===== src/rtl/lsf_pkg.sv =====
// shared types, constants and helpers for the landmark similarity fit
package lsf_pkg;

  // input word: one landmark pair
  typedef struct packed {
    logic signed [31:0] moving_x;
    logic signed [31:0] moving_y;
    logic signed [31:0] fixed_x;
    logic signed [31:0] fixed_y;
    logic               fixed_valid;
    logic               last_pair;
  } in_t;

  // output word: one fit result
  typedef struct packed {
    logic        [1:0]  status;
    logic signed [47:0] fwd_a;
    logic signed [47:0] fwd_b;
    logic signed [47:0] fwd_tx;
    logic signed [47:0] fwd_ty;
    logic        [47:0] rms_error;
    logic signed [47:0] inv_a;
    logic signed [47:0] inv_b;
    logic signed [47:0] inv_tx;
    logic signed [47:0] inv_ty;
  } out_t;

  typedef enum logic [1:0] {
    ST_OK    = 2'd0,
    ST_FEW   = 2'd1,
    ST_DEGEN = 2'd2,
    ST_OVF   = 2'd3
  } status_e;

  typedef enum logic [1:0] {
    DIV_RND   = 2'd0,
    DIV_TRUNC = 2'd1,
    DIV_SQRT  = 2'd2
  } div_mode_e;

  // multiplier request
  typedef struct packed {
    logic               start;
    logic signed [63:0] op_a;
    logic signed [63:0] op_b;
  } mul_req_t;

  // divider / square root request
  typedef struct packed {
    logic               start;
    div_mode_e          mode;
    logic signed [127:0] num;
    logic        [127:0] den;
  } div_req_t;

  localparam int unsigned MIN_PAIRS  = 2;
  localparam int unsigned MUL_DIGIT  = 16;
  localparam int unsigned MUL_STEPS  = 4;
  localparam int unsigned DIV_STEPS  = 128;
  localparam int unsigned SQRT_STEPS = 64;

  localparam logic signed [47:0]  SAT_HI  = {1'b0, {47{1'b1}}};
  localparam logic signed [47:0]  SAT_LO  = {1'b1, {47{1'b0}}};
  localparam logic        [47:0]  MASK48  = {48{1'b1}};
  localparam logic signed [63:0]  RES_LIM = 64'sh0100_0000_0000_0000;

  // clamp a wide signed value into 48 bits
  function automatic logic signed [47:0] sat48(input logic signed [127:0] v);
    logic signed [127:0] hi;
    logic signed [127:0] lo;
    hi = 128'(SAT_HI);
    lo = 128'(SAT_LO);
    if (v > hi) return SAT_HI;
    if (v < lo) return SAT_LO;
    return v[47:0];
  endfunction

endpackage


===== src/rtl/lsf_mul.sv =====
// shared signed 64x64 multiplier, one 16-bit digit per cycle
module lsf_mul import lsf_pkg::*; (
  input  logic                clk_i,
  input  logic                rst_ni,
  input  mul_req_t            req_i,
  output logic                done_o,
  output logic signed [127:0] prod_o
);

  typedef enum logic [2:0] {
    MP_IDLE = 3'b001,
    MP_RUN  = 3'b010,
    MP_FIN  = 3'b100
  } mphase_e;

  localparam int unsigned CNT_W = $clog2(MUL_STEPS);

  mphase_e             phase_q, phase_d;
  logic [63:0]         mag_a_q, mag_a_d;
  logic [63:0]         mag_b_q, mag_b_d;
  logic                neg_q, neg_d;
  logic [127:0]        acc_q, acc_d;
  logic [CNT_W-1:0]    cnt_q, cnt_d;
  logic                done_q, done_d;
  logic signed [127:0] prod_q, prod_d;
  logic [79:0]         pp;

  // one partial product of the magnitude by the top digit
  assign pp = 80'(mag_a_q) * 80'(mag_b_q[63:64-MUL_DIGIT]);

  always_comb begin
    phase_d = phase_q;
    mag_a_d = mag_a_q;
    mag_b_d = mag_b_q;
    neg_d   = neg_q;
    acc_d   = acc_q;
    cnt_d   = cnt_q;
    done_d  = 1'b0;
    prod_d  = prod_q;
    unique case (phase_q)
      MP_IDLE: begin
        if (req_i.start) begin
          mag_a_d = req_i.op_a[63] ? -req_i.op_a : req_i.op_a;
          mag_b_d = req_i.op_b[63] ? -req_i.op_b : req_i.op_b;
          neg_d   = req_i.op_a[63] ^ req_i.op_b[63];
          acc_d   = '0;
          cnt_d   = '0;
          phase_d = MP_RUN;
        end
      end
      MP_RUN: begin
        acc_d   = {acc_q[127-MUL_DIGIT:0], {MUL_DIGIT{1'b0}}} + {48'b0, pp};
        mag_b_d = mag_b_q << MUL_DIGIT;
        cnt_d   = cnt_q + 1'b1;
        if (cnt_q == CNT_W'(MUL_STEPS - 1)) phase_d = MP_FIN;
      end
      MP_FIN: begin
        prod_d  = neg_q ? -acc_q : acc_q;
        done_d  = 1'b1;
        phase_d = MP_IDLE;
      end
      default: phase_d = MP_IDLE;
    endcase
  end

  // control state
  always_ff @(posedge clk_i or negedge rst_ni) begin
    if (!rst_ni) begin
      phase_q <= MP_IDLE;
      done_q  <= 1'b0;
    end else begin
      phase_q <= phase_d;
      done_q  <= done_d;
    end
  end

  // datapath
  always_ff @(posedge clk_i) begin
    mag_a_q <= mag_a_d;
    mag_b_q <= mag_b_d;
    neg_q   <= neg_d;
    acc_q   <= acc_d;
    cnt_q   <= cnt_d;
    prod_q  <= prod_d;
  end

  assign done_o = done_q;
  assign prod_o = prod_q;

endmodule


===== config.mk =====
export PLATFORM = sky130hd
export DESIGN_NAME = lsf_mul
export DESIGN_NICKNAME = d
export VERILOG_FILES = /design/src/rtl/lsf_pkg.sv /design/src/rtl/lsf_mul.sv
export SDC_FILE = /design/constraint.sdc
export NUM_CORES = 2
export LEC_CHECK = 0
export BUFFER_PORTS_ARGS = -buffer_cell sky130_fd_sc_hd__buf_2
export CAP_MARGIN = 0
export CORE_ASPECT_RATIO = 1.2
export CORE_MARGIN = 3
export CORE_UTILIZATION = 60
export DETAILED_ROUTE_END_ITERATION = 12
export GPL_ROUTABILITY_DRIVEN = 0
export PLACE_DENSITY = 0.89
export REMOVE_ABC_BUFFERS = 1
export SLEW_MARGIN = 10
export SYNTH_ARGS = -nofsm -noshare
export SYNTH_HDL_FRONTEND = slang
export SYNTH_SLANG_ARGS = --single-unit

===== constraint.sdc =====
create_clock -name clk_i -period 14.75 [get_ports clk_i]
set_clock_uncertainty 0.15 [all_clocks]
set_input_delay 2.95 -clock clk_i [delete_from_list [all_inputs] [get_ports clk_i]]
set_output_delay 2.95 -clock clk_i [all_outputs]
set_load 0.01 [all_outputs]

==> impl_metrics.py <==
metrics = {
    "run_status": {
        "outcome": "completed",
    },
    "clocking": {
        "cts_sinks": 391,
        "cts_tree": "yes",
        "ctsRootBufferMaster": "clkbuf_16",
        "cts.htree.levels": 2,
        "cts.repair.resized": 0,
        "hold_buffers": 0,
        "cts_buffers": 42,
        "clock_latency_ps": 640,
        "postCtsSetupBuffers": 0,
        "clk_pin_slew_ps": 80,
        "cts_buffer_depth": 3,
    },
    "setup_path": {
        "critPathMostFrequentCell": "fa_1",
        "cp_data_arrival_time_ps": 9730,
        "crit_buf_inv": 6,
        "startpoint_type": "flop",
        "critPathMaxStageDelay_ps": 930,
        "end_kind": "flop",
        "path_max_fanout": 52,
        "worstPathCellList": "buf_4 -> nand2_1 -> fa_1 -> inv_1 -> fa_1 -> fa_1 -> fa_1 -> fa_1 -> inv_1 -> fa_1 -> inv_1 -> ha_1 -> a21oi_1 -> o21a_1 -> o221a_2 -> o211a_1 -> o21ai_0 -> a41oi_1 -> a2111oi_0 -> buf_4 -> o21bai_1 -> buf_4 -> or4_1 -> nand3_1",
        "reg2reg_slack_ps": 5360,
        "crit_start": "mag_b_q[60]",
        "reg2reg_from": "mag_b_q[60]",
        "reg2reg_to": "acc_q[86]",
        "crit_type": "reg2reg",
        "r2r_cells": 24,
        "cp_top_family": "adder cells",
        "crit_required_ps": 15080,
        "cp_slowest_cell": "a2111oi_0",
    },
    "detailed_routing": {
        "drt_wl_total_um": 159000,
        "drt_first_pass_iters": 10,
        "num_vias": 44000,
        "ant_nets": 0,
        "drtIter0Drc": 5237,
        "wl_per_cell_um": 22.6,
        "via_per_inst": 6.23,
        "route.detailed.drc": 0,
    },
    "die": {
        "die_w_um": 280,
        "dieHeight_um": 335,
        "die_area_mm2": 0.0940,
        "core_mm2": 0.0893,
        "num_io_pins": 260,
        "rows": 120,
        "start_util_pct": 60.6,
    },
    "final_layout": {
        "n_fill_cell": 6475,
        "area_delta_synth_final_pct": 6.09,
        "mostFrequentLayoutCell": "inv_1",
        "multi_input_area_mm2": 0.0371,
        "finalNetCount": 7094,
        "layout-drive-gt1-share_pct": 6.92,
        "seq_area_mm2": 0.0117,
        "final_cell_mix": "1127 x inv_1, 930 x fa_1, 898 x nand2_1",
    },
    "grt": {
        "grtUsageMet2_pct": 56.2,
        "grtUsageMet3_pct": 11.9,
        "grt_max_degree": 121,
        "antenna_found_initial": 8,
        "grtUsageTotal_pct": 34.7,
        "grt_pass1_vias": 46500,
        "grt.overflow.total": 0,
        "grt_pass1_wl_um": 251000,
        "met1_usage_pct": 39.2,
        "gr-max-usage-layer": "met2",
    },
    "hold_path": {
        "hold_path_class": "reg2reg",
        "hold_start": "mag_b_q[3]",
        "min_to": "mag_b_q[19]",
        "hold_depth": 2,
    },
    "timing": {
        "rsz0062_at_grt": "false",
        "clock.fmax_ghz": 0.106,
        "final-setup-viol-count": 0,
        "hold_viol": 0,
        "worst_pin_slew_ps": 1210,
        "slew_headroom_pct": 18.5,
        "post-route-period-util_pct": 63.7,
        "drv_slew": 0,
        "fin_crit_ps": 9390,
        "setup_tns_ps": 0,
    },
    "logic_synthesis": {
        "synth_seq_cells": 391,
        "synth_seq_area_share_pct": 21.6,
        "avgSynthCellArea_um2": 9.29,
        "synth_area_leader_cell": "fa_1",
        "synth_edf_count": 387,
        "yosys_warnings": 0,
        "synth.distinct_cells": 69,
        "synth.area.top_cells": "fa_1 34%, edfxtp_1 21%, inv_1 7.8%",
        "synth-async-reset-ratio_pct": 1.02,
        "synth_top_area_share_pct": 34.4,
        "synth_cells": 5831,
        "synth_flop_cell": "edfxtp_1",
        "netlist_area_mm2": 0.0542,
    },
    "run": {
        "maxCapViolations": 0,
    },
    "place": {
        "port_buffers": 259,
        "place_hpwl_um": 120000,
    },
}
per-stage QoR:
stage	hold WS, ps	instance area, um^2	util [%]	setup slack (ps)	cells
2_1_floorplan	302	53000	-	3170	5521
3_3_place_gp	355	56100	62.8	5950	6976
3_5_place_dp	357	56100	62.8	5750	6976
4_1_cts	373	57500	64.3	5640	7053
5_1_grt	401	57500	64.3	5210	7053
6_report	375	57500	64.3	5360	7056
how the worst max path moves through the flow:
| stage | end | slack [ps] | cells past startpoint |
|---|---|---|---|
| finish | acc_q[86] | 5360 | 24 |
| global route | acc_q[86] | 5210 | 24 |
| CTS | acc_q[86] | 5640 | 24 |
| detailed placement | acc_q[86] | 5750 | 24 |
| global placement | acc_q[94] | 5950 | 24 |
| floorplan | acc_q[0] | 3170 | 3 |
kinds of logic (layout without fill, tap and decap cells):
| family | after synthesis | in the layout | share of synthesized area, % |
|---|---|---|---|
| compound gates | 604 | 604 | 7.01 |
| fa+ha+maj | 1102 | 1102 | 38.3 |
| buf+inv | 1439 | 1502 | 9.97 |
| xor+xnor | 351 | 351 | 5.67 |
| simple gates | 1937 | 1937 | 17.2 |
| flops | 391 | 391 | 21.6 |
| mux | 7 | 7 | 0.129 |
| other cells | 0 | 3 | 0 |
tightest hold or removal path: cells and delay by family (launching register included):
kind               cells  cell delay [ps]
AOI/OAI and AO/OA      1               60
and+or+nand+nor        1               40
DFF                    1              320
sequential cells by signal (all words and copies together), names as in the netlist:
signal	flops
mag_a_q	64
mag_b_q	64
cnt_q	2
prod_o	128
phase_q	3
done_o	1
neg_q	1
acc_q	128
area by class of cell:
type	count	share of cell area, %
multi-input cells	4001	64.5
inverters	1129	7.39
repair buffers	296	2.74
diodes	3	0.0131
clock inverters	30	0.551
flip-flops and latches	391	20.4
clock buffers	47	1.90
well taps	1159	2.52
cells in the mapped netlist, types with 8 or more instances:
cell      count
inv_1      1129
fa_1        930
nand2_1     898
edfxtp_1    387
and2_1      381
clkbuf_1    300
xnor2_1     237
nor2_1      212
o21ai_0     200
ha_1        172
a21oi_1     140
xor2_1      114
nand4_1      74
o31ai_1      70
nand3_1      63
nor3_1       54
or3_1        53
or4_1        49
a21o_1       44
o41ai_1      42
nor4_1       36
nand2b_1     33
or2_2        22
and3_1       20
o21bai_1     20
o21a_1       14
a31oi_1      13
buf_1         9
a211oi_1      8
and4_1        8
nor2b_1       8
routing by layer:
metal | routed length (um) | vias to the layer above
met5 | 159 | -
met4 | 12900 | 12
met3 | 21700 | 1088
met2 | 74400 | 3457
met1 | 50300 | 21200
li1 | - | 18200
Power is not shown: default switching activity piles up to over one toggle a cycle in this logic, so the estimate is an artifact.
