[src/rtl/lsf_pkg.sv]
// shared types, constants and helpers for the landmark similarity fit
package lsf_pkg;

  // input word: one landmark pair
  typedef struct packed {
    logic signed [31:0] moving_x;
    logic signed [31:0] moving_y;
    logic signed [31:0] fixed_x;
    logic signed [31:0] fixed_y;
    logic               fixed_valid;
    logic               last_pair;
  } in_t;

  // output word: one fit result
  typedef struct packed {
    logic        [1:0]  status;
    logic signed [47:0] fwd_a;
    logic signed [47:0] fwd_b;
    logic signed [47:0] fwd_tx;
    logic signed [47:0] fwd_ty;
    logic        [47:0] rms_error;
    logic signed [47:0] inv_a;
    logic signed [47:0] inv_b;
    logic signed [47:0] inv_tx;
    logic signed [47:0] inv_ty;
  } out_t;

  typedef enum logic [1:0] {
    ST_OK    = 2'd0,
    ST_FEW   = 2'd1,
    ST_DEGEN = 2'd2,
    ST_OVF   = 2'd3
  } status_e;

  typedef enum logic [1:0] {
    DIV_RND   = 2'd0,
    DIV_TRUNC = 2'd1,
    DIV_SQRT  = 2'd2
  } div_mode_e;

  // multiplier request
  typedef struct packed {
    logic               start;
    logic signed [63:0] op_a;
    logic signed [63:0] op_b;
  } mul_req_t;

  // divider / square root request
  typedef struct packed {
    logic               start;
    div_mode_e          mode;
    logic signed [127:0] num;
    logic        [127:0] den;
  } div_req_t;

  localparam int unsigned MIN_PAIRS  = 2;
  localparam int unsigned MUL_DIGIT  = 16;
  localparam int unsigned MUL_STEPS  = 4;
  localparam int unsigned DIV_STEPS  = 128;
  localparam int unsigned SQRT_STEPS = 64;

  localparam logic signed [47:0]  SAT_HI  = {1'b0, {47{1'b1}}};
  localparam logic signed [47:0]  SAT_LO  = {1'b1, {47{1'b0}}};
  localparam logic        [47:0]  MASK48  = {48{1'b1}};
  localparam logic signed [63:0]  RES_LIM = 64'sh0100_0000_0000_0000;

  // clamp a wide signed value into 48 bits
  function automatic logic signed [47:0] sat48(input logic signed [127:0] v);
    logic signed [127:0] hi;
    logic signed [127:0] lo;
    hi = 128'(SAT_HI);
    lo = 128'(SAT_LO);
    if (v > hi) return SAT_HI;
    if (v < lo) return SAT_LO;
    return v[47:0];
  endfunction

endpackage

[src/rtl/lsf_div.sv]
// shared radix-2 divider and square root, one quotient or root bit per cycle
module lsf_div import lsf_pkg::*; (
  input  logic                clk_i,
  input  logic                rst_ni,
  input  div_req_t            req_i,
  output logic                done_o,
  output logic signed [127:0] quo_o
);

  typedef enum logic [3:0] {
    DP_IDLE = 4'b0001,
    DP_PREP = 4'b0010,
    DP_RUN  = 4'b0100,
    DP_FIN  = 4'b1000
  } dphase_e;

  localparam int unsigned CNT_W = $clog2(DIV_STEPS);

  dphase_e             phase_q, phase_d;
  div_mode_e           mode_q, mode_d;
  logic                neg_q, neg_d;
  logic [127:0]        num_q, num_d;
  logic [127:0]        den_q, den_d;
  logic [129:0]        rem_q, rem_d;
  logic [127:0]        quo_q, quo_d;
  logic [CNT_W-1:0]    cnt_q, cnt_d;
  logic                done_q, done_d;
  logic signed [127:0] res_q, res_d;

  logic                is_sqrt;
  logic                req_neg;
  logic [129:0]        rem_sh;
  logic [129:0]        trial;
  logic [129:0]        diff;
  logic                ge;
  logic                last;

  // shared shift, compare and subtract
  assign is_sqrt = (mode_q == DIV_SQRT);
  assign rem_sh  = is_sqrt ? {rem_q[127:0], num_q[127:126]} : {rem_q[128:0], num_q[127]};
  assign trial   = is_sqrt ? {quo_q, 2'b01} : {2'b00, den_q};
  assign diff    = rem_sh - trial;
  assign ge      = (rem_sh >= trial);
  assign last    = is_sqrt ? (cnt_q == CNT_W'(SQRT_STEPS - 1))
                           : (cnt_q == CNT_W'(DIV_STEPS - 1));
  assign req_neg = (req_i.mode == DIV_RND) && req_i.num[127];

  always_comb begin
    phase_d = phase_q;
    mode_d  = mode_q;
    neg_d   = neg_q;
    num_d   = num_q;
    den_d   = den_q;
    rem_d   = rem_q;
    quo_d   = quo_q;
    cnt_d   = cnt_q;
    done_d  = 1'b0;
    res_d   = res_q;
    unique case (phase_q)
      DP_IDLE: begin
        if (req_i.start) begin
          mode_d  = req_i.mode;
          neg_d   = req_neg;
          num_d   = req_neg ? -req_i.num : req_i.num;
          den_d   = req_i.den;
          phase_d = DP_PREP;
        end
      end
      DP_PREP: begin
        // round to nearest: add half the divisor to the magnitude
        if (mode_q == DIV_RND) num_d = num_q + {1'b0, den_q[127:1]};
        rem_d   = '0;
        quo_d   = '0;
        cnt_d   = '0;
        phase_d = DP_RUN;
      end
      DP_RUN: begin
        rem_d = ge ? diff : rem_sh;
        quo_d = {quo_q[126:0], ge};
        num_d = is_sqrt ? (num_q << 2) : (num_q << 1);
        cnt_d = cnt_q + 1'b1;
        if (last) phase_d = DP_FIN;
      end
      DP_FIN: begin
        res_d   = neg_q ? -quo_q : quo_q;
        done_d  = 1'b1;
        phase_d = DP_IDLE;
      end
      default: phase_d = DP_IDLE;
    endcase
  end

  // control state
  always_ff @(posedge clk_i or negedge rst_ni) begin
    if (!rst_ni) begin
      phase_q <= DP_IDLE;
      done_q  <= 1'b0;
    end else begin
      phase_q <= phase_d;
      done_q  <= done_d;
    end
  end

  // datapath
  always_ff @(posedge clk_i) begin
    mode_q <= mode_d;
    neg_q  <= neg_d;
    num_q  <= num_d;
    den_q  <= den_d;
    rem_q  <= rem_d;
    quo_q  <= quo_d;
    cnt_q  <= cnt_d;
    res_q  <= res_d;
  end

  assign done_o = done_q;
  assign quo_o  = res_q;

endmodule

[config.mk]
export PLATFORM = sky130hd
export DESIGN_NAME = lsf_div
export DESIGN_NICKNAME = d
export VERILOG_FILES = /design/src/rtl/lsf_pkg.sv /design/src/rtl/lsf_div.sv
export SDC_FILE = /design/constraint.sdc
export NUM_CORES = 2
export LEC_CHECK = 0
export BUFFER_PORTS_ARGS = -buffer_cell sky130_fd_sc_hd__buf_2
export CORE_UTILIZATION = 56
export CTS_CLUSTER_SIZE = 10
export DETAILED_ROUTE_END_ITERATION = 6
export HOLD_SLACK_MARGIN = 0.08
export PLACE_DENSITY = 0.82
export SYNTH_ARGS = -nofsm -noshare
export SYNTH_HDL_FRONTEND = slang
export SYNTH_SLANG_ARGS = --single-unit
[constraint.sdc]
create_clock -name clk_i -period 14.52 [get_ports clk_i]
set_input_delay 0.726 -clock clk_i [delete_from_list [all_inputs] [get_ports clk_i]]
set_output_delay 0.726 -clock clk_i [all_outputs]
set_load 0.03 [all_outputs]
==> results.json <==
{
  "run_status": "finished clean",
  "grt_pass1_vias": 43000,
  "ctsHoldBuffers": 1,
  "initial_core_util_pct": 56.7,
  "cap_violations": 0,
  "critPathCaptureType": "flop",
  "layout-drive-gt1-share_pct": 10.2,
  "path_clk_slew_ns": 0.06,
  "fin_nets": 6587,
  "cts_resized": 0,
  "worstPathArrival_ns": 8.66,
  "grtUsageTotal_pct": 35.8,
  "fmax_mhz": 120,
  "hold_path.startpoint": "req_i[2]",
  "hold_viol": 0,
  "synth-edff-count": 651,
  "rsz0062_at_grt": "no",
  "p_leak_nw": 22.3,
  "via_per_inst": 6.51,
  "pwr-share-seq_pct": 27.4,
  "die_area_um2": 92400,
  "slowest_delay_ns": 0.85,
  "dr_wl_met3_mm": 24.0,
  "ctsRootBufferMaster": "clkbuf_16",
  "synth_fp_nets": 6419,
  "path_delay_family": "compound AO/OA/AOI/OAI gates",
  "min_period_ns": 8.30,
  "path_buf_inv": 4,
  "synth_cells": 5896,
  "cp_slowest_cell": "buf_4",
  "postRouteAntennaNets": 0,
  "numPlacedInstances": 7157,
  "routabilityCongestion": 1.03,
  "route.met2.wl_mm": 68.5,
  "maxSlewHeadroom_pct": 19.9,
  "die_w_um": 304,
  "required_ns": 14.88,
  "final_cells": 7275,
  "area.growth.synth_to_final_pct": 9.35,
  "wl_met1_mm": 73.0,
  "synthArstFlopShare_pct": 0.762,
  "clkSinkCount": 656,
  "hp-class": "in2reg",
  "h-tree-depth": 3,
  "cts_buffer_depth": 3,
  "wl_mm": 171,
  "ys_seq_area_share_pct": 38.5,
  "via_count": 47400,
  "crit-reg2reg-launch": "mode_q[0]$_DFFE_PP_",
  "worstSetupPathType": "reg2reg",
  "grt_pass1_wl_mm": 257,
  "drv_slew": 0,
  "hpwl_mm": 130,
  "cts_setup_buffers": 0,
  "wire_per_inst_um": 23.5,
  "crit_fanout": 75,
  "crit_top_cell": "buf_4",
  "core_region_area_um2": 90100,
  "synth_seq_cells": 656,
  "grt_max_degree": 139,
  "critPathLaunchType": "flop",
  "top_layer": "met5",
  "overflow": 0,
  "route.detailed.drc": 0,
  "pwr-share-comb_pct": 58.8,
  "worst_pin_slew_ns": 1.20,
  "dieHeight_um": 304,
  "io_pins": 390,
  "syn_area_per_cell_um2": 8.66,
  "fin_tns_setup_ns": 0,
  "p_per_area_nw_per_um2": 236,
  "post-route-period-util_pct": 57.2,
  "ys_types": 104,
  "insertion_delay_ns": 0.68,
  "internal-power_mw": 6.68,
  "io_buffers": 389,
  "pwr-share-clk_pct": 13.9,
  "swShare_pct": 49.4,
  "power_switching_mw": 6.51,
  "synth_area_um2": 51100,
  "antenna_found_initial": 8,
  "cts_tree": "yes",
  "drt_iter0_markers": 6219,
  "peakVddDrop_mv": 0.193,
  "rows": 110,
  "crit_chain": "nand2b_4 > buf_4 > buf_4 > nand2_1 > nand2_1 > ha_1 > a21o_1 > a221oi_1 > or3_1 > a21oi_1 > o31ai_1 > a31oi_1 > o31ai_1 > o31ai_4 > a21oi_2 > o31a_2 > buf_4 > buf_4 > nor4_1 > a31oi_1 > o211ai_1",
  "ys.warnings.count": 0,
  "fin_skew_ns": 0.0499,
  "drt_pass1_iterations": 6,
  "numCtsBuffers": 80,
  "setup_violations": 0,
  "ys.flop_type": "edfxtp_1",
  "cp-startpoint": "mode_q[0]$_DFFE_PP_"
}
==> layout by cell type, fill, tap and decap left out, types with 42 or more instances in the layout <==
master	netlist	final
nand2_1	1013	1012
a21oi_1	696	696
edfxtp_1	651	651
nor2_1	448	446
buf_2	20	389
o21ai_0	352	352
xnor2_1	306	306
ha_1	260	260
xor2_1	179	179
a21o_1	160	160
mux2i_1	154	154
and2_1	145	145
nand4_1	122	122
inv_1	99	99
nor3_1	97	95
clkbuf_16	0	80
nand3_1	78	78
o31ai_1	68	68
o21bai_1	65	65
or3_1	51	50
a31oi_1	50	50
nand2b_1	46	45
nor4_1	43	43
a211oi_1	42	42
==> cells in the mapped netlist, types with 43 or more instances <==
| cell type | number | area, µm² |
|---|---|---|
| a21o_1 | 160 | 1200 |
| xor2_1 | 179 | 1570 |
| nor3_1 | 97 | 485 |
| nor2_1 | 448 | 1680 |
| or3_1 | 51 | 319 |
| edfxtp_1 | 651 | 19500 |
| o21bai_1 | 65 | 488 |
| clkbuf_1 | 304 | 1140 |
| a21oi_1 | 696 | 3480 |
| o21ai_0 | 352 | 1760 |
| o31ai_1 | 68 | 510 |
| nand2b_1 | 46 | 288 |
| nand2_1 | 1013 | 3800 |
| xnor2_1 | 306 | 2680 |
| inv_1 | 99 | 372 |
| nand3_1 | 78 | 390 |
| mux2i_1 | 154 | 1540 |
| ha_1 | 260 | 3250 |
| a31oi_1 | 50 | 313 |
| and2_1 | 145 | 907 |
| nor4_1 | 43 | 269 |
| nand4_1 | 122 | 763 |
==> worst register-to-register path: cells and delay by family (launching register included) <==
family	cells	cell delay, ns
AO/OA/AOI/OAI	11	3.41
adder cells (fa/ha/maj)	1	0.32
buffers and inverters	4	2.81
flip-flops	1	0.40
AND/OR/NAND/NOR	5	1.05
==> final timing paths <==
kind,to,slack (ns),cells past startpoint
hold / removal,den_q[2]$_DFFE_PP_,0.21,1
setup / recovery,rem_q[127]$_SDFFCE_PN0N_,6.22,21
hold reg to reg,cnt_q[5]$_SDFFCE_PN0N_,0.63,2
setup reg to reg,rem_q[127]$_SDFFCE_PN0N_,6.22,21
max in group asynchronous,phase_q[0]$_DFFE_PN1P_,13.84,2
min in group asynchronous,done_o$_DFF_PN0_,0.44,2
==> area by class of cell <==
| cell class | instances | area, µm² |
|---|---|---|
| clock inverter | 21 | 198 |
| timing repair buffer | 425 | 2270 |
| fill | 7766 | 34300 |
| clock buffer | 92 | 2050 |
| antenna | 4 | 10.0 |
| multi-input combinational | 4800 | 29800 |
| inverter | 101 | 387 |
| tap | 1176 | 1470 |
| sequential | 656 | 19700 |
==> per-stage QoR <==
stage	hold slack (ns)	cell area [µm²]	power, mW	worst slack [ns]	utilization, %
floorplan	0.430	51100	9.00	4.06	-
global placement	0.555	53600	10.9	6.59	59.5
detailed placement	0.559	53600	11.0	6.41	59.5
CTS	0.187	55900	12.9	6.37	62.0
global route	0.205	55900	13.9	5.72	62.0
finish	0.213	55900	13.2	6.22	62.0
==> sequential cells by signal (all words and copies together) (netlist names) <==
| signal | count |
|---|---|
| done_o | 1 |
| cnt_q | 7 |
| neg_q | 1 |
| num_q | 128 |
| quo_q | 128 |
| den_q | 128 |
| mode_q | 2 |
| rem_q | 129 |
| phase_q | 4 |
| quo_o | 128 |
==> cells by family after synthesis <==
logic type	after synthesis	synth area share, %
AND/OR/NAND/NOR	2214	20.3
AO/OA/AOI/OAI	1685	20.1
XOR/XNOR	485	8.31
flip-flops	656	38.5
buffers and inverters	440	3.29
multiplexers	154	3.02
adder cells (fa/ha/maj)	262	6.45
==> power by group through the flow <==
stage	Sequential [mW]	Clock [mW]	Combinational (mW)
6_report	3.61	1.83	7.75
4_1_cts	3.54	1.84	7.52
3_5_place_dp	3.57	0	7.45
5_1_grt	3.62	1.91	8.42
2_1_floorplan	3.30	0	5.70
3_3_place_gp	3.55	0	7.39
==> layer usage <==
layer  global-route usage (%)  vias up
met3                     9.60      300
met1                     53.5    22300
met5                        0        -
met2                     49.5     2903
met4                     12.1        2
li1                         -    21800
Note: power is estimated with default switching activity, not from simulation.
